===== src/hw/rtl/hrbd_pkg.sv =====
// Shared types, constants and match helpers for the HTTP response body deframer.
package hrbd_pkg;

  localparam int LENGTH_BITS_DEF = 32;

  // Depth of the queues between front and back and at the result side.
  localparam int QDEPTH = 2;
  localparam int QPTR_W = $clog2(QDEPTH);

  // Header matchers.
  localparam int LEN_N = 14;
  localparam int TE_N  = 17;
  localparam int CH_N  = 7;
  localparam logic [8*LEN_N-1:0] PAT_LEN = "content-length";
  localparam logic [8*TE_N-1:0]  PAT_TE  = "transfer-encoding";
  localparam logic [8*CH_N-1:0]  PAT_CH  = "chunked";

  // Length matcher positions past a full match.
  localparam logic [3:0] SEEK_DIGITS = 4'(LEN_N);
  localparam logic [3:0] RUN_TAKEN   = 4'(LEN_N + 1);

  localparam logic [7:0] CHAR_CR = 8'h0d;
  localparam logic [7:0] CHAR_LF = 8'h0a;

  // Status codes.
  localparam logic [2:0] ST_RUNNING   = 3'd0;
  localparam logic [2:0] ST_DONE      = 3'd1;
  localparam logic [2:0] ST_HDR_OPEN  = 3'd2;
  localparam logic [2:0] ST_ZERO_LEN  = 3'd3;
  localparam logic [2:0] ST_BAD_CRLF  = 3'd4;
  localparam logic [2:0] ST_EMPTY_CHK = 3'd5;

  // Line flag bit positions.
  localparam int FL_LEN = 0;
  localparam int FL_TE  = 1;
  localparam int FL_CH  = 2;
  localparam int FL_RUN = 3;

  // One byte as classified by the front part.
  typedef struct packed {
    logic [7:0] raw;
    logic [7:0] lower;
    logic       closed;
    logic       is_cr;
    logic       is_lf;
    logic       is_digit;
    logic       is_hex;
    logic [3:0] hex_val;
  } cls_item_t;

  // One result item.
  typedef struct packed {
    logic [7:0] body_byte;
    logic       body_valid;
    logic [2:0] status;
  } res_item_t;

  function automatic logic [3:0] adv_len(logic [3:0] pos, logic [7:0] c);
    logic [7:0] ch;
    ch = 8'h00;
    if (int'(pos) < LEN_N) ch = PAT_LEN[(LEN_N - 1 - int'(pos)) * 8 +: 8];
    if (int'(pos) < LEN_N && c == ch) return pos + 4'd1;
    return (c == PAT_LEN[8*LEN_N-1 -: 8]) ? 4'd1 : 4'd0;
  endfunction

  function automatic logic [4:0] adv_te(logic [4:0] pos, logic [7:0] c);
    logic [7:0] ch;
    ch = 8'h00;
    if (int'(pos) < TE_N) ch = PAT_TE[(TE_N - 1 - int'(pos)) * 8 +: 8];
    if (int'(pos) < TE_N && c == ch) return pos + 5'd1;
    return (c == PAT_TE[8*TE_N-1 -: 8]) ? 5'd1 : 5'd0;
  endfunction

  function automatic logic [2:0] adv_ch(logic [2:0] pos, logic [7:0] c);
    logic [7:0] ch;
    ch = 8'h00;
    if (int'(pos) < CH_N) ch = PAT_CH[(CH_N - 1 - int'(pos)) * 8 +: 8];
    if (int'(pos) < CH_N && c == ch) return pos + 3'd1;
    return (c == PAT_CH[8*CH_N-1 -: 8]) ? 3'd1 : 3'd0;
  endfunction

endpackage


===== src/hw/rtl/hrbd_fifo.sv =====
// Two-entry queue of registered items, used between front and back and at the result side.
module hrbd_fifo #(
  parameter type item_t = logic
) (
  input  logic  clk,
  input  logic  rst_n,
  input  logic  wr_en,
  input  item_t wr_item,
  input  logic  rd_en,
  output item_t rd_item,
  output logic  full,
  output logic  empty
);

  item_t                      mem_r [hrbd_pkg::QDEPTH];
  logic [hrbd_pkg::QPTR_W-1:0] wr_ptr_r;
  logic [hrbd_pkg::QPTR_W-1:0] rd_ptr_r;
  logic [hrbd_pkg::QPTR_W:0]   count_r;
  logic                        do_wr;
  logic                        do_rd;

  assign full    = (count_r == (hrbd_pkg::QPTR_W+1)'(hrbd_pkg::QDEPTH));
  assign empty   = (count_r == '0);
  assign do_wr   = wr_en && !full;
  assign do_rd   = rd_en && !empty;
  assign rd_item = mem_r[rd_ptr_r];

  always_ff @(posedge clk) begin
    if (do_wr) begin
      mem_r[wr_ptr_r] <= wr_item;
    end
  end

  always_ff @(posedge clk) begin
    if (!rst_n) begin
      wr_ptr_r <= '0;
      rd_ptr_r <= '0;
      count_r  <= '0;
    end else begin
      if (do_wr) wr_ptr_r <= wr_ptr_r + 1'b1;
      if (do_rd) rd_ptr_r <= rd_ptr_r + 1'b1;
      case ({do_wr, do_rd})
        2'b10:   count_r <= count_r + 1'b1;
        2'b01:   count_r <= count_r - 1'b1;
        default: count_r <= count_r;
      endcase
    end
  end

endmodule


===== src/hw/rtl/hrbd_front.sv =====
// Front part: classify each received byte (case fold, CR/LF, decimal and hex digits).
module hrbd_front (
  input  logic [7:0]          byte_val,
  input  logic                closed,
  output hrbd_pkg::cls_item_t item
);

  logic upper;
  logic dig;
  logic hex_lo;
  logic hex_up;

  assign upper  = (byte_val >= 8'h41) && (byte_val <= 8'h5a);
  assign dig    = (byte_val >= 8'h30) && (byte_val <= 8'h39);
  assign hex_lo = (byte_val >= 8'h61) && (byte_val <= 8'h66);
  assign hex_up = (byte_val >= 8'h41) && (byte_val <= 8'h46);

  always_comb begin
    item.raw      = byte_val;
    item.lower    = upper ? (byte_val + 8'h20) : byte_val;
    item.closed   = closed;
    item.is_cr    = (byte_val == hrbd_pkg::CHAR_CR);
    item.is_lf    = (byte_val == hrbd_pkg::CHAR_LF);
    item.is_digit = dig;
    item.is_hex   = dig || hex_lo || hex_up;
    item.hex_val  = dig ? byte_val[3:0] : (byte_val[3:0] + 4'd9);
  end

endmodule


===== src/hw/rtl/hrbd_back.sv =====
// Back part: header parsing, body framing and status for classified bytes.
module hrbd_back #(
  parameter int LENGTH_BITS = hrbd_pkg::LENGTH_BITS_DEF
) (
  input  logic                clk,
  input  logic                rst_n,
  input  logic                item_avail,
  input  hrbd_pkg::cls_item_t item,
  output logic                item_take,
  input  logic                res_full,
  output logic                res_push,
  output hrbd_pkg::res_item_t res
);

  typedef enum logic [7:0] {
    PH_HEADER      = 8'b0000_0001,
    PH_HEADER_ZERO = 8'b0000_0010,
    PH_FIXED       = 8'b0000_0100,
    PH_CSIZE       = 8'b0000_1000,
    PH_CLF         = 8'b0001_0000,
    PH_CDATA       = 8'b0010_0000,
    PH_RAW         = 8'b0100_0000,
    PH_STOP        = 8'b1000_0000
  } phase_t;

  localparam logic [LENGTH_BITS-1:0] LEN_MASK = '1;
  localparam logic [LENGTH_BITS-1:0] LEN_LIM  = LEN_MASK - 1'b1;

  phase_t                 phase_r,    phase_nxt;
  logic [2:0]             nl_run_r,   nl_run_nxt;
  logic [3:0]             len_pos_r,  len_pos_nxt;
  logic [4:0]             te_pos_r,   te_pos_nxt;
  logic [2:0]             ch_pos_r,   ch_pos_nxt;
  logic [3:0]             flags_r,    flags_nxt;
  logic [LENGTH_BITS-1:0] clen_r,     clen_nxt;
  logic                   chunked_r,  chunked_nxt;
  logic [LENGTH_BITS-1:0] rem_r,      rem_nxt;
  logic                   seen_r,     seen_nxt;
  logic                   nonzero_r,  nonzero_nxt;
  logic [2:0]             stop_r,     stop_nxt;

  logic                   fire;
  logic [LENGTH_BITS+3:0] dec_acc;
  logic [LENGTH_BITS-1:0] rem_dec;
  logic [2:0]             code;
  logic                   do_stop;

  assign fire      = item_avail && !res_full;
  assign item_take = fire;
  assign res_push  = fire;

  // cl*10 + digit, widened so the saturation compare sees the carry
  assign dec_acc = ({4'b0, clen_r} << 3) + ({4'b0, clen_r} << 1)
                 + (LENGTH_BITS+4)'(item.raw[3:0]);
  assign rem_dec = rem_r - 1'b1;

  always_comb begin
    phase_nxt   = phase_r;
    nl_run_nxt  = nl_run_r;
    len_pos_nxt = len_pos_r;
    te_pos_nxt  = te_pos_r;
    ch_pos_nxt  = ch_pos_r;
    flags_nxt   = flags_r;
    clen_nxt    = clen_r;
    chunked_nxt = chunked_r;
    rem_nxt     = rem_r;
    seen_nxt    = seen_r;
    nonzero_nxt = nonzero_r;
    stop_nxt    = stop_r;
    res.body_byte  = 8'h00;
    res.body_valid = 1'b0;
    res.status     = hrbd_pkg::ST_RUNNING;
    code    = hrbd_pkg::ST_RUNNING;
    do_stop = 1'b0;

    if (phase_r == PH_STOP) begin
      res.status = stop_r;
    end else if (item.closed) begin
      do_stop = 1'b1;
      unique case (phase_r) inside
        PH_HEADER, PH_HEADER_ZERO: code = hrbd_pkg::ST_HDR_OPEN;
        PH_CLF:                    code = hrbd_pkg::ST_BAD_CRLF;
        PH_CSIZE, PH_CDATA:
          code = nonzero_r ? hrbd_pkg::ST_DONE : hrbd_pkg::ST_EMPTY_CHK;
        default:                   code = hrbd_pkg::ST_DONE;
      endcase
    end else begin
      unique case (phase_r) inside
        PH_HEADER, PH_HEADER_ZERO: begin
          nl_run_nxt = (item.is_cr || item.is_lf) ? (nl_run_r + 3'd1) : 3'd0;
          if (phase_r == PH_HEADER && !item.is_lf) begin
            if (!flags_r[hrbd_pkg::FL_LEN]) begin
              len_pos_nxt = hrbd_pkg::adv_len(len_pos_r, item.lower);
              if (len_pos_nxt == hrbd_pkg::SEEK_DIGITS) flags_nxt[hrbd_pkg::FL_LEN] = 1'b1;
            end else if (len_pos_r == hrbd_pkg::SEEK_DIGITS) begin
              if (item.is_digit) begin
                clen_nxt = LENGTH_BITS'(item.raw[3:0]);
                flags_nxt[hrbd_pkg::FL_RUN] = 1'b1;
                len_pos_nxt = hrbd_pkg::RUN_TAKEN;
              end
            end else if (flags_r[hrbd_pkg::FL_RUN]) begin
              if (item.is_digit) begin
                clen_nxt = (dec_acc > (LENGTH_BITS+4)'(LEN_LIM)) ? LEN_LIM
                                                               : dec_acc[LENGTH_BITS-1:0];
              end else begin
                // digit run over: a zero length parks the header
                flags_nxt[hrbd_pkg::FL_RUN] = 1'b0;
                if (clen_r == '0) phase_nxt = PH_HEADER_ZERO;
              end
            end
            if (!flags_r[hrbd_pkg::FL_TE]) begin
              te_pos_nxt = hrbd_pkg::adv_te(te_pos_r, item.lower);
              if (te_pos_nxt == 5'(hrbd_pkg::TE_N)) flags_nxt[hrbd_pkg::FL_TE] = 1'b1;
            end
            if (!flags_r[hrbd_pkg::FL_CH]) begin
              ch_pos_nxt = hrbd_pkg::adv_ch(ch_pos_r, item.lower);
              if (ch_pos_nxt == 3'(hrbd_pkg::CH_N)) flags_nxt[hrbd_pkg::FL_CH] = 1'b1;
            end
          end
          // end of header line
          if (phase_nxt == PH_HEADER && (item.is_lf || nl_run_nxt >= 3'd4)) begin
            if (flags_nxt[hrbd_pkg::FL_RUN] && clen_nxt == '0) phase_nxt = PH_HEADER_ZERO;
            if (!flags_nxt[hrbd_pkg::FL_LEN] && flags_nxt[hrbd_pkg::FL_TE]
                && flags_nxt[hrbd_pkg::FL_CH]) chunked_nxt = 1'b1;
            flags_nxt   = '0;
            len_pos_nxt = '0;
            te_pos_nxt  = '0;
            ch_pos_nxt  = '0;
          end
          // end of header
          if (nl_run_nxt >= 3'd4) begin
            nl_run_nxt = 3'd0;
            if (phase_nxt == PH_HEADER_ZERO) begin
              do_stop = 1'b1;
              code    = hrbd_pkg::ST_ZERO_LEN;
            end else if (clen_nxt != LEN_MASK && clen_nxt != '0) begin
              phase_nxt = PH_FIXED;
              rem_nxt   = clen_nxt;
            end else if (chunked_nxt) begin
              phase_nxt = PH_CSIZE;
              rem_nxt   = '0;
              seen_nxt  = 1'b0;
            end else begin
              phase_nxt = PH_RAW;
            end
          end
        end
        PH_FIXED: begin
          if (rem_r == '0) begin
            do_stop = 1'b1;
            code    = hrbd_pkg::ST_DONE;
          end else begin
            res.body_byte  = item.raw;
            res.body_valid = 1'b1;
            rem_nxt        = rem_dec;
            if (rem_dec == '0) begin
              do_stop = 1'b1;
              code    = hrbd_pkg::ST_DONE;
            end
          end
        end
        PH_CSIZE: begin
          if (item.is_hex) begin
            rem_nxt  = (rem_r[LENGTH_BITS-1 -: 4] != 4'd0) ? LEN_MASK
                                                           : {rem_r[LENGTH_BITS-5:0], item.hex_val};
            seen_nxt = 1'b1;
          end else if (seen_r) begin
            if (rem_r == '0) begin
              do_stop = 1'b1;
              code    = nonzero_r ? hrbd_pkg::ST_DONE : hrbd_pkg::ST_EMPTY_CHK;
            end else if (!item.is_cr) begin
              do_stop = 1'b1;
              code    = hrbd_pkg::ST_BAD_CRLF;
            end else begin
              phase_nxt = PH_CLF;
            end
          end
        end
        PH_CLF: begin
          if (!item.is_lf) begin
            do_stop = 1'b1;
            code    = hrbd_pkg::ST_BAD_CRLF;
          end else begin
            phase_nxt = PH_CDATA;
          end
        end
        PH_CDATA: begin
          res.body_byte  = item.raw;
          res.body_valid = 1'b1;
          nonzero_nxt    = 1'b1;
          rem_nxt        = rem_dec;
          if (rem_dec == '0) begin
            phase_nxt = PH_CSIZE;
            seen_nxt  = 1'b0;
          end
        end
        PH_RAW: begin
          res.body_byte  = item.raw;
          res.body_valid = 1'b1;
        end
        default: begin
          phase_nxt = phase_r;
        end
      endcase
    end

    if (do_stop) begin
      phase_nxt  = PH_STOP;
      stop_nxt   = code;
      res.status = code;
    end
  end

  always_ff @(posedge clk) begin
    if (!rst_n) begin
      phase_r   <= PH_HEADER;
      nl_run_r  <= '0;
      len_pos_r <= '0;
      te_pos_r  <= '0;
      ch_pos_r  <= '0;
      flags_r   <= '0;
      clen_r    <= LEN_MASK;
      chunked_r <= 1'b0;
      rem_r     <= '0;
      seen_r    <= 1'b0;
      nonzero_r <= 1'b0;
      stop_r    <= hrbd_pkg::ST_RUNNING;
    end else if (fire) begin
      phase_r   <= phase_nxt;
      nl_run_r  <= nl_run_nxt;
      len_pos_r <= len_pos_nxt;
      te_pos_r  <= te_pos_nxt;
      ch_pos_r  <= ch_pos_nxt;
      flags_r   <= flags_nxt;
      clen_r    <= clen_nxt;
      chunked_r <= chunked_nxt;
      rem_r     <= rem_nxt;
      seen_r    <= seen_nxt;
      nonzero_r <= nonzero_nxt;
      stop_r    <= stop_nxt;
    end
  end

endmodule


===== src/hw/rtl/http_response_body_deframer.sv =====
// Top level of the HTTP response body deframer: front classifier, queue, back parser, result queue.
//
// Feed response bytes with push while full is low; assert in_closed (byte ignored) when the
// connection closes. Every transfer in yields exactly one result: out_body_valid marks a
// body byte on out_body_byte (zero otherwise) and out_status gives 0 while running, then
// 1 done, 2 header unfinished, 3 zero content length, 4 bad chunk CR/LF, 5 empty chunked
// body; once a final status appears it repeats for every later byte. The header ends on the
// fourth consecutive CR or LF; a "content-length" line selects a counted body, a
// "transfer-encoding" line naming "chunked" selects chunked framing, else every byte passes
// until close. Lengths saturate at LENGTH_BITS. Throughput is one byte per clock while bytes wait
// and the result queue has room: the back parser settles each byte combinationally from its state
// registers. A byte is written into the classifier queue, taken by the parser into the result
// queue, then shown on the output ports; a two-entry queue sits between classifier and parser
// and another at the result side, so either side can stall without stopping the other.
module http_response_body_deframer #(
  parameter int LENGTH_BITS = hrbd_pkg::LENGTH_BITS_DEF
) (
  input  logic       clk,
  input  logic       rst_n,
  input  logic       push,
  output logic       full,
  input  logic [7:0] in_byte,
  input  logic       in_closed,
  output logic       empty,
  input  logic       pop,
  output logic [7:0] out_body_byte,
  output logic       out_body_valid,
  output logic [2:0] out_status
);

  hrbd_pkg::cls_item_t cls_in;
  hrbd_pkg::cls_item_t cls_out;
  hrbd_pkg::res_item_t res_in;
  hrbd_pkg::res_item_t res_out;
  logic                cls_empty;
  logic                cls_take;
  logic                res_full;
  logic                res_push;

  // Classify the incoming byte before it enters the queue.
  hrbd_front u_front (
    .byte_val (in_byte),
    .closed   (in_closed),
    .item     (cls_in)
  );

  // Hold classified bytes until the parser takes them.
  hrbd_fifo #(
    .item_t (hrbd_pkg::cls_item_t)
  ) u_cls_q (
    .clk     (clk),
    .rst_n   (rst_n),
    .wr_en   (push),
    .wr_item (cls_in),
    .rd_en   (cls_take),
    .rd_item (cls_out),
    .full    (full),
    .empty   (cls_empty)
  );

  // Advance the parser one byte whenever a classified byte waits and a result slot is free.
  hrbd_back #(
    .LENGTH_BITS (LENGTH_BITS)
  ) u_back (
    .clk        (clk),
    .rst_n      (rst_n),
    .item_avail (!cls_empty),
    .item       (cls_out),
    .item_take  (cls_take),
    .res_full   (res_full),
    .res_push   (res_push),
    .res        (res_in)
  );

  // Hold results until the consumer pops them.
  hrbd_fifo #(
    .item_t (hrbd_pkg::res_item_t)
  ) u_res_q (
    .clk     (clk),
    .rst_n   (rst_n),
    .wr_en   (res_push),
    .wr_item (res_in),
    .rd_en   (pop),
    .rd_item (res_out),
    .full    (res_full),
    .empty   (empty)
  );

  assign out_body_byte  = res_out.body_byte;
  assign out_body_valid = res_out.body_valid;
  assign out_status     = res_out.status;

endmodule

===== config.mk =====
export PLATFORM = sky130hd
export DESIGN_NAME = http_response_body_deframer
export DESIGN_NICKNAME = d
export VERILOG_FILES = /design/src/hw/rtl/hrbd_pkg.sv /design/src/hw/rtl/hrbd_fifo.sv /design/src/hw/rtl/hrbd_front.sv /design/src/hw/rtl/hrbd_back.sv /design/src/hw/rtl/http_response_body_deframer.sv
export SDC_FILE = /design/constraint.sdc
export NUM_CORES = 1
export LEC_CHECK = 0
export ABC_AREA = 1
export ABC_CLOCK_PERIOD_IN_PS = 13600
export BUFFER_PORTS_ARGS = -buffer_cell sky130_fd_sc_hd__buf_4
export CAP_MARGIN = 20
export CORE_ASPECT_RATIO = 1.4
export CORE_MARGIN = 10
export CORE_UTILIZATION = 50
export CTS_CLUSTER_DIAMETER = 60
export CTS_CLUSTER_SIZE = 8
export DETAILED_ROUTE_END_ITERATION = 8
export PLACE_DENSITY_LB_ADDON = 0.12
export SLEW_MARGIN = 0
export SYNTH_ARGS = -nofsm -noshare
export SYNTH_HDL_FRONTEND = slang
export SYNTH_HIERARCHICAL = 1
export SYNTH_SLANG_ARGS = --single-unit

===== constraint.sdc =====
create_clock -name clk -period 13.6 [get_ports clk]
set_input_delay 0.68 -clock clk [delete_from_list [all_inputs] [get_ports clk]]
set_output_delay 0.68 -clock clk [all_outputs]
set_load 0.005 [all_outputs]

==> impl_metrics.py, run 1 <==
metrics = {
    "floorplanning": {
        "core_area_sq_mm": 0.0308,
        "die_height_um": 229,
        "initial_utilization_pct": 50.7,
        "die_width_um": 169,
        "die_area_sq_mm": 0.0388,
        "io_pins": 27,
        "num_rows": 76,
    },
    "routing": {
        "drc_errors_left": 0,
        "postRouteWirelength_mm": 44.5,
        "drt-initial-drc-count": 1141,
        "detail_route.vias_per_cell": 5.48,
        "drtAntennaViolNets": 0,
        "num_vias": 15200,
        "avgRoutedWirePerCell_um": 16.0,
        "detailedRoute.firstPassIterationCount": 5,
    },
    "sta": {
        "unrepaired_setup_endpoints_after_global_routing": "false",
        "final_setup_violation_count": 0,
        "worst_slew_pin_slew_ns": 1.14,
        "worst_clock_skew_ns": 0.0175,
        "finalMaxSlewViolations": 0,
        "layout_worst_path_cycle_share_pct": 44.5,
        "setup_total_negative_slack_ns": 0,
        "maxClockFrequency_mhz": 165,
        "maxSlewHeadroom_pct": 23.7,
        "hold_viol": 0,
        "finalWorstPathRequiredPeriod_ns": 6.05,
    },
    "clocking": {
        "clock_latency_at_the_later_pin_of_the_worst_skew_pair_ns": 0.47,
        "clockRootBuffer": "sky130_fd_sc_hd__clkbuf_16",
        "cts-root-to-sink-buffers": 2,
        "hold_buffers": 0,
        "post_cts_sizing": 0,
        "cts_setup_buffers": 0,
        "cts.sink_count": 181,
        "tritoncts": "yes",
        "cts.reportedPaths.clkPinSlew_ns": 0.09,
        "cts-buffers-inserted": 17,
        "htree_num_levels": 4,
    },
    "cells_and_area": {
        "layout.core_utilization_pct": 53.7,
        "finish.cell_count_without_fillers": 2776,
        "num-nets-final": 2471,
        "final_area_sq_mm": 0.0165,
        "synthToLayoutAreaGrowth_pct": 5.92,
        "antenna-diode-count": 0,
        "layout.filler_cells": 3166,
        "post_route_cells_drive_above_1_share_pct": 8.09,
        "mostFrequentLayoutCell": "sky130_fd_sc_hd__nand2_1",
        "layout_common_cells": "652 x sky130_fd_sc_hd__nand2_1, 326 x sky130_fd_sc_hd__inv_1, 297 x sky130_fd_sc_hd__nor2_1",
    },
    "worst_setup_path": {
        "cp_data_required_time_ns": 13.95,
        "cp_max_fo": 64,
        "critical-path-max-stage-delay_ns": 0.67,
        "critical_path.slowest_cell": "sky130_fd_sc_hd__nand4_4",
        "critical_path.reg2reg.endpoint": "u_back/rem_r[24]",
        "type_of_destination_of_the_critical_path": "flop",
        "worst-setup-path-type": "reg -> reg",
        "r2r.worst_path.cells": 27,
        "ff2ff_setup_slack_ns": 7.55,
        "worstSetupStartpointType": "flop",
        "critPathArrivalTime_ns": 6.40,
    },
    "run": {
        "max_cap_violations": 0,
    },
    "hold_path": {
        "timing.hold.worst.start": "in_closed",
        "worst_min_delay_path_category": "in -> reg",
        "holdPathStages": 1,
        "worst_hold_path.endpoint": "u_cls_q/mem_r[0][8]",
    },
    "logic_synthesis": {
        "netlist-cell-type-count": 63,
        "mappedNetlistNets": 2494,
        "synth.yosys.warnings": 6,
        "syn_avg_cell_area_sq_um": 6.52,
        "synth-seq-area-share_pct": 28.0,
        "synthDominantCellAreaShare_pct": 15.7,
        "postSynthRegisterBits": 181,
        "async_reset_ff_share_pct": 0,
        "ys_top_cells_by_area": "sky130_fd_sc_hd__nand2_1 16%, sky130_fd_sc_hd__edfxtp_1 14%, sky130_fd_sc_hd__dfxtp_1 14%",
        "post_synth_instance_area_sq_mm": 0.0156,
        "synth.largest_area_cell": "sky130_fd_sc_hd__nand2_1",
        "dominantRegCellSynth": "sky130_fd_sc_hd__dfxtp_1",
        "synth-edff-count": 74,
        "synthesis.instances": 2396,
    },
    "placed_design": {
        "portbufs": 26,
        "globalplace.congestion": 0.931,
        "place_hpwl_mm": 34.5,
        "total_placed_cells_including_tap_cells": 2743,
        "dpl-instance-area_sq_mm": 0.0159,
    },
    "global_routing": {
        "overall_overflow_remaining_after_global_route": 0,
        "number_of_antenna_violations_at_the_first_check_in_global_routing": 0,
        "maximum_number_of_pins_on_one_net_before_global_route_repair": 65,
        "via_count_of_the_first_global_routing_pass": 14600,
        "groute.usage.overall_pct": 22.6,
        "grt_first_pass_wirelength_mm": 72.7,
    },
    "run_status": {
        "status": "complete, no violations",
    },
}
Yosys cell counts (5+ instances only):
| library cell | count |
|---|---|
| sky130_fd_sc_hd__xor2_1 | 44 |
| sky130_fd_sc_hd__o21ai_1 | 9 |
| sky130_fd_sc_hd__a21oi_1 | 125 |
| sky130_fd_sc_hd__nand4_1 | 57 |
| sky130_fd_sc_hd__o21ai_0 | 107 |
| sky130_fd_sc_hd__inv_2 | 24 |
| sky130_fd_sc_hd__edfxtp_1 | 74 |
| sky130_fd_sc_hd__nand3b_1 | 15 |
| sky130_fd_sc_hd__and2_1 | 6 |
| sky130_fd_sc_hd__clkbuf_1 | 33 |
| sky130_fd_sc_hd__buf_6 | 9 |
| sky130_fd_sc_hd__o21bai_1 | 5 |
| sky130_fd_sc_hd__mux2_2 | 17 |
| sky130_fd_sc_hd__inv_1 | 326 |
| sky130_fd_sc_hd__nand3_1 | 160 |
| sky130_fd_sc_hd__xnor2_1 | 5 |
| sky130_fd_sc_hd__dfxtp_1 | 107 |
| sky130_fd_sc_hd__mux2_4 | 20 |
| sky130_fd_sc_hd__nor2_1 | 301 |
| sky130_fd_sc_hd__o211ai_1 | 29 |
| sky130_fd_sc_hd__buf_2 | 10 |
| sky130_fd_sc_hd__buf_4 | 18 |
| sky130_fd_sc_hd__nand3_2 | 7 |
| sky130_fd_sc_hd__nor3_1 | 29 |
| sky130_fd_sc_hd__buf_1 | 6 |
| sky130_fd_sc_hd__nor2_2 | 16 |
| sky130_fd_sc_hd__a31oi_1 | 6 |
| sky130_fd_sc_hd__nor4_1 | 22 |
| sky130_fd_sc_hd__ha_1 | 83 |
| sky130_fd_sc_hd__nand2_1 | 652 |
| sky130_fd_sc_hd__nand2_2 | 14 |
worst max-delay path: cells and delay by family (launching register included):
family / cells / cell delay [ns]
simple gates: 19 / 3.17
mux: 1 / 0.36
flops: 1 / 0.37
fa+ha+maj: 2 / 1.04
buf+inv: 2 / 0.47
compound gates: 3 / 0.48
cell families (layout without fill, tap and decap cells):
logic type      Yosys count  in the layout  share of synthesized area (%)
mux                      37             37                           3.15
buf+inv                 430            420                           11.6
compound gates          310            310                           11.2
fa+ha+maj                85             85                           6.91
simple gates           1304           1304                           36.5
flops                   181            181                           28.0
xor+xnor                 49             49                           2.75
layout make-up:
cell class                      instances  area, sq um  area share [%]
Clock inverter                         15          211            1.28
Tap cell                              390          488            2.95
Clock buffer                           17          425            2.57
Multi-Input combinational cell       1785         9450            57.2
Sequential cell                       181         4360            26.4
Inverter                              351         1320            7.97
Timing Repair Buffer                   37          278            1.68
state kept, by name (all words and copies together) (netlist names), 2 cells and up, named ones only:
name              cells
u_back/ch_pos_r       3
u_back/clen_r        32
u_back/flags_r        4
u_back/len_pos_r      4
u_back/nl_run_r       3
u_back/phase_r        8
u_back/rem_r         32
u_back/stop_r         3
u_back/te_pos_r       5
u_cls_q/count_r       2
u_cls_q/mem_r        50
u_res_q/count_r       2
u_res_q/mem_r        24
per-stage QoR:
stage / setup WS, ns / hold slack (ns)
2_1_floorplan: 9.01 / 0.428
3_3_place_gp: 7.74 / 0.437
3_5_place_dp: 7.65 / 0.438
4_1_cts: 7.61 / 0.393
5_1_grt: 6.88 / 0.393
6_report: 7.55 / 0.406
metal layers:
layer / vias to the layer above / global-route usage [%] / share of wire, %
met5: - / 0 / 0
met4: 0 / 12.1 / 5.1
met3: 115 / 2.71 / 3.4
met2: 394 / 40.6 / 51
met1: 6954 / 25.2 / 41
li1: 7737 / - / -
worst max-delay path by stage:
| stage | to | slack, ns | startpoint |
|---|---|---|---|
| finish | u_back/rem_r[24] | 7.55 | flop |
| global route | u_back/rem_r[25] | 6.88 | flop |
| CTS | u_back/rem_r[24] | 7.61 | flop |
| detailed placement | u_back/rem_r[24] | 7.65 | flop |
| global placement | u_back/rem_r[24] | 7.74 | flop |
| floorplan | u_back/phase_r[2] | 9.01 | flop |
Power of run 1 is not shown: default switching activity piles up to over one toggle a cycle in this logic, so the estimate is an artifact.
==> inputs of run 2 (changes only) <==
--- a/config.mk
+++ b/config.mk
@@ -5,8 +5,8 @@
 export SDC_FILE = /design/constraint.sdc
 export NUM_CORES = 1
 export LEC_CHECK = 0
-export ABC_AREA = 1
-export ABC_CLOCK_PERIOD_IN_PS = 13600
+export ABC_AREA = 0
+export ABC_CLOCK_PERIOD_IN_PS = 6130
 export BUFFER_PORTS_ARGS = -buffer_cell sky130_fd_sc_hd__buf_4
 export CAP_MARGIN = 20
 export CORE_ASPECT_RATIO = 1.4
==> constraint.sdc (replaced) <==
create_clock -name clk -period 6.13 [get_ports clk]
set_input_delay 0.3065 -clock clk [delete_from_list [all_inputs] [get_ports clk]]
set_output_delay 0.3065 -clock clk [all_outputs]
set_load 0.005 [all_outputs]
==> run 2 against run 1 <==
  * Die area fell by 5.1%
  * Routed wire length rose by 15%
  * Maximum frequency rose by 3.8%
  * Sequential cell count did not move
  * First-iteration DRC count rose by 9.0%
==> impl_metrics.py, run 2 <==
metrics = {
    "floorplanning": {
        "num_rows": 74,
        "io_pins": 27,
        "die_height_um": 223,
        "die_area_sq_mm": 0.0368,
        "initial_utilization_pct": 50.5,
        "core_area_sq_mm": 0.0292,
        "die_width_um": 165,
    },
    "global_routing": {
        "overall_overflow_remaining_after_global_route": 0,
        "grt_first_pass_wirelength_mm": 80.0,
        "via_count_of_the_first_global_routing_pass": 14000,
        "maximum_number_of_pins_on_one_net_before_global_route_repair": 55,
        "number_of_antenna_violations_at_the_first_check_in_global_routing": 1,
        "groute.usage.overall_pct": 27.8,
    },
    "placed_design": {
        "globalplace.congestion": 1.04,
        "portbufs": 26,
        "place_hpwl_mm": 39.4,
    },
    "sta": {
        "finalMaxSlewViolations": 0,
        "setup_total_negative_slack_ns": 0,
        "maxSlewHeadroom_pct": 41.3,
        "worst_slew_pin_slew_ns": 0.872,
        "worst_clock_skew_ns": 0.00864,
        "layout_worst_path_cycle_share_pct": 95.0,
        "finalWorstPathRequiredPeriod_ns": 5.83,
        "unrepaired_setup_endpoints_after_global_routing": "false",
        "hold_viol": 0,
        "final_setup_violation_count": 0,
        "maxClockFrequency_mhz": 172,
    },
    "routing": {
        "detailedRoute.firstPassIterationCount": 7,
        "drc_errors_left": 0,
        "detail_route.vias_per_cell": 6.52,
        "postRouteWirelength_mm": 51.3,
        "drt-initial-drc-count": 1244,
        "drtAntennaViolNets": 0,
        "avgRoutedWirePerCell_um": 23.4,
        "num_vias": 14300,
    },
    "logic_synthesis": {
        "async_reset_ff_share_pct": 0,
        "synth.cells.most_frequent": "174 x sky130_fd_sc_hd__nor2_1, 172 x sky130_fd_sc_hd__nand2_1, 123 x sky130_fd_sc_hd__o21ai_0",
        "postSynthRegisterBits": 181,
        "synth-simple-area-share_pct": 24.1,
        "yosys.area_share.adder_pct": 7.39,
        "largest_family_of_logic_cells_by_synthesized_area": "compound AO/OA/AOI/OAI gates",
        "ys_top_cells_by_area": "sky130_fd_sc_hd__edfxtp_1 15%, sky130_fd_sc_hd__dfxtp_1 15%, sky130_fd_sc_hd__ha_1 7.1%",
        "syn_avg_cell_area_sq_um": 8.10,
        "post_synth_instance_area_sq_mm": 0.0147,
        "netlist-cell-type-count": 108,
        "synth_compound_area_share_pct": 24.6,
        "mappedNetlistNets": 1916,
        "dominantRegCellSynth": "sky130_fd_sc_hd__dfxtp_1",
        "synth-edff-count": 74,
        "synthesis.instances": 1818,
        "post-synth-top-count-cell": "sky130_fd_sc_hd__nor2_1",
        "synthDominantCellAreaShare_pct": 15.1,
        "synth.largest_area_cell": "sky130_fd_sc_hd__edfxtp_1",
        "post_synth_mux_area_share_pct": 3.68,
        "yosys.area_share.xor_xnor_pct": 5.12,
        "synth-seq-area-share_pct": 29.6,
        "synth.yosys.warnings": 6,
    },
    "cells_and_area": {
        "post_route_cells_drive_above_1_share_pct": 12.5,
        "synthToLayoutAreaGrowth_pct": 8.73,
        "mostFrequentLayoutCell": "sky130_fd_sc_hd__nor2_1",
        "layout_common_cells": "174 x sky130_fd_sc_hd__nor2_1, 171 x sky130_fd_sc_hd__nand2_1, 122 x sky130_fd_sc_hd__o21ai_0",
        "num-nets-final": 1898,
        "top_register": "u_cls_q/mem_r",
        "largest_register_ffs": 50,
        "reg_top3": "u_cls_q/mem_r x50, u_back/clen_r x32, u_back/rem_r x32",
        "antenna-diode-count": 0,
    },
    "worst_setup_path": {
        "path_delay_family": "compound AO/OA/AOI/OAI gates",
        "path_cells": "mux2_2 -> fa_1 -> fa_2 -> a21o_1 -> a221o_1 -> a22oi_1 -> nand3_2 -> a2111oi_4 -> o22ai_4 -> o32ai_1 -> o2111ai_1 -> or4_1 -> or4_4 -> a21oi_4 -> a211oi_4 -> buf_12 -> or2_0 -> o311a_1",
        "type_of_destination_of_the_critical_path": "flop",
        "worst-setup-path-type": "reg -> reg",
        "cp_data_required_time_ns": 6.48,
        "timing.critical_path.buf_inv": 1,
        "critical_path.slowest_cell": "sky130_fd_sc_hd__or4_1",
        "worstSetupStartpointType": "flop",
        "critical-path-max-stage-delay_ns": 0.60,
        "critPathArrivalTime_ns": 6.18,
        "cp_max_fo": 18,
    },
    "clocking": {
        "htree_num_levels": 4,
        "clockRootBuffer": "sky130_fd_sc_hd__clkbuf_16",
        "hold_buffers": 0,
        "cts.reportedPaths.clkPinSlew_ns": 0.07,
        "cts-root-to-sink-buffers": 2,
        "cts-buffers-inserted": 17,
        "cts.sink_count": 181,
        "tritoncts": "yes",
        "clock_latency_at_the_later_pin_of_the_worst_skew_pair_ns": 0.47,
    },
    "run": {
        "max_cap_violations": 0,
    },
    "hold_path": {
        "worst_min_delay_path_category": "in -> reg",
    },
    "run_status": {
        "status": "complete, no violations",
    },
}
-- run 2: what timing repair did --
action | 4_1_cts | 5_1_grt
setup endpoints to repair | 0 | 41
buffers inserted | 0 | 1
hold endpoints to repair | 0 | 0
resized for setup | 0 | 11
-- run 2: per-stage QoR --
step	util, %	cell area (sq um)	setup slack (ns)	instances	hold slack [ns]
6_report	54.9	16000	0.304	2193	0.0408
5_1_grt	54.9	16000	0.0349	2193	0.0257
4_1_cts	54.6	15900	0.135	2190	0.0261
3_5_place_dp	52.5	15300	0.188	2158	0.462
3_3_place_gp	52.5	15300	0.266	2157	0.445
2_1_floorplan	-	14700	0.350	1818	0.428
-- run 2: path summary, 6_finish.rpt --
path	startpoint	end	slack (ns)	depth (start not counted)
min	in_closed	u_cls_q/mem_r[0][8]	0.04	1
max	flop	u_back/rem_r[24]	0.30	18
max reg2reg	flop	u_back/rem_r[24]	0.30	18
min reg2reg	u_back/stop_r[0]	u_back/stop_r[0]	0.47	2
-- run 2: layout make-up --
type / count / area [sq um]
Multi-Input combinational cell: 1459 / 9620
Clock buffer: 17 / 425
Inverter: 43 / 161
Clock inverter: 15 / 180
Sequential cell: 181 / 4370
Tap cell: 380 / 475
Timing Repair Buffer: 98 / 776
Fill cell: 2839 / 13200
-- run 2: cells by family (layout without fill, tap and decap cells) --
kind of cell,count (synthesis),count (layout)
compound gates,538,538
xor+xnor,86,86
fa+ha+maj,86,86
buf+inv,178,173
flops,181,181
mux,49,49
simple gates,700,700
-- run 2: metal layers --
layer,up-vias,part of all wire (%),GRT usage (%)
li1,6756,-,-
met1,6814,37,30.2
met2,538,51,48.1
met3,197,4.6,3.98
met4,0,7.7,19.4
met5,-,0,0
Power of run 2 is left out for the same reason.
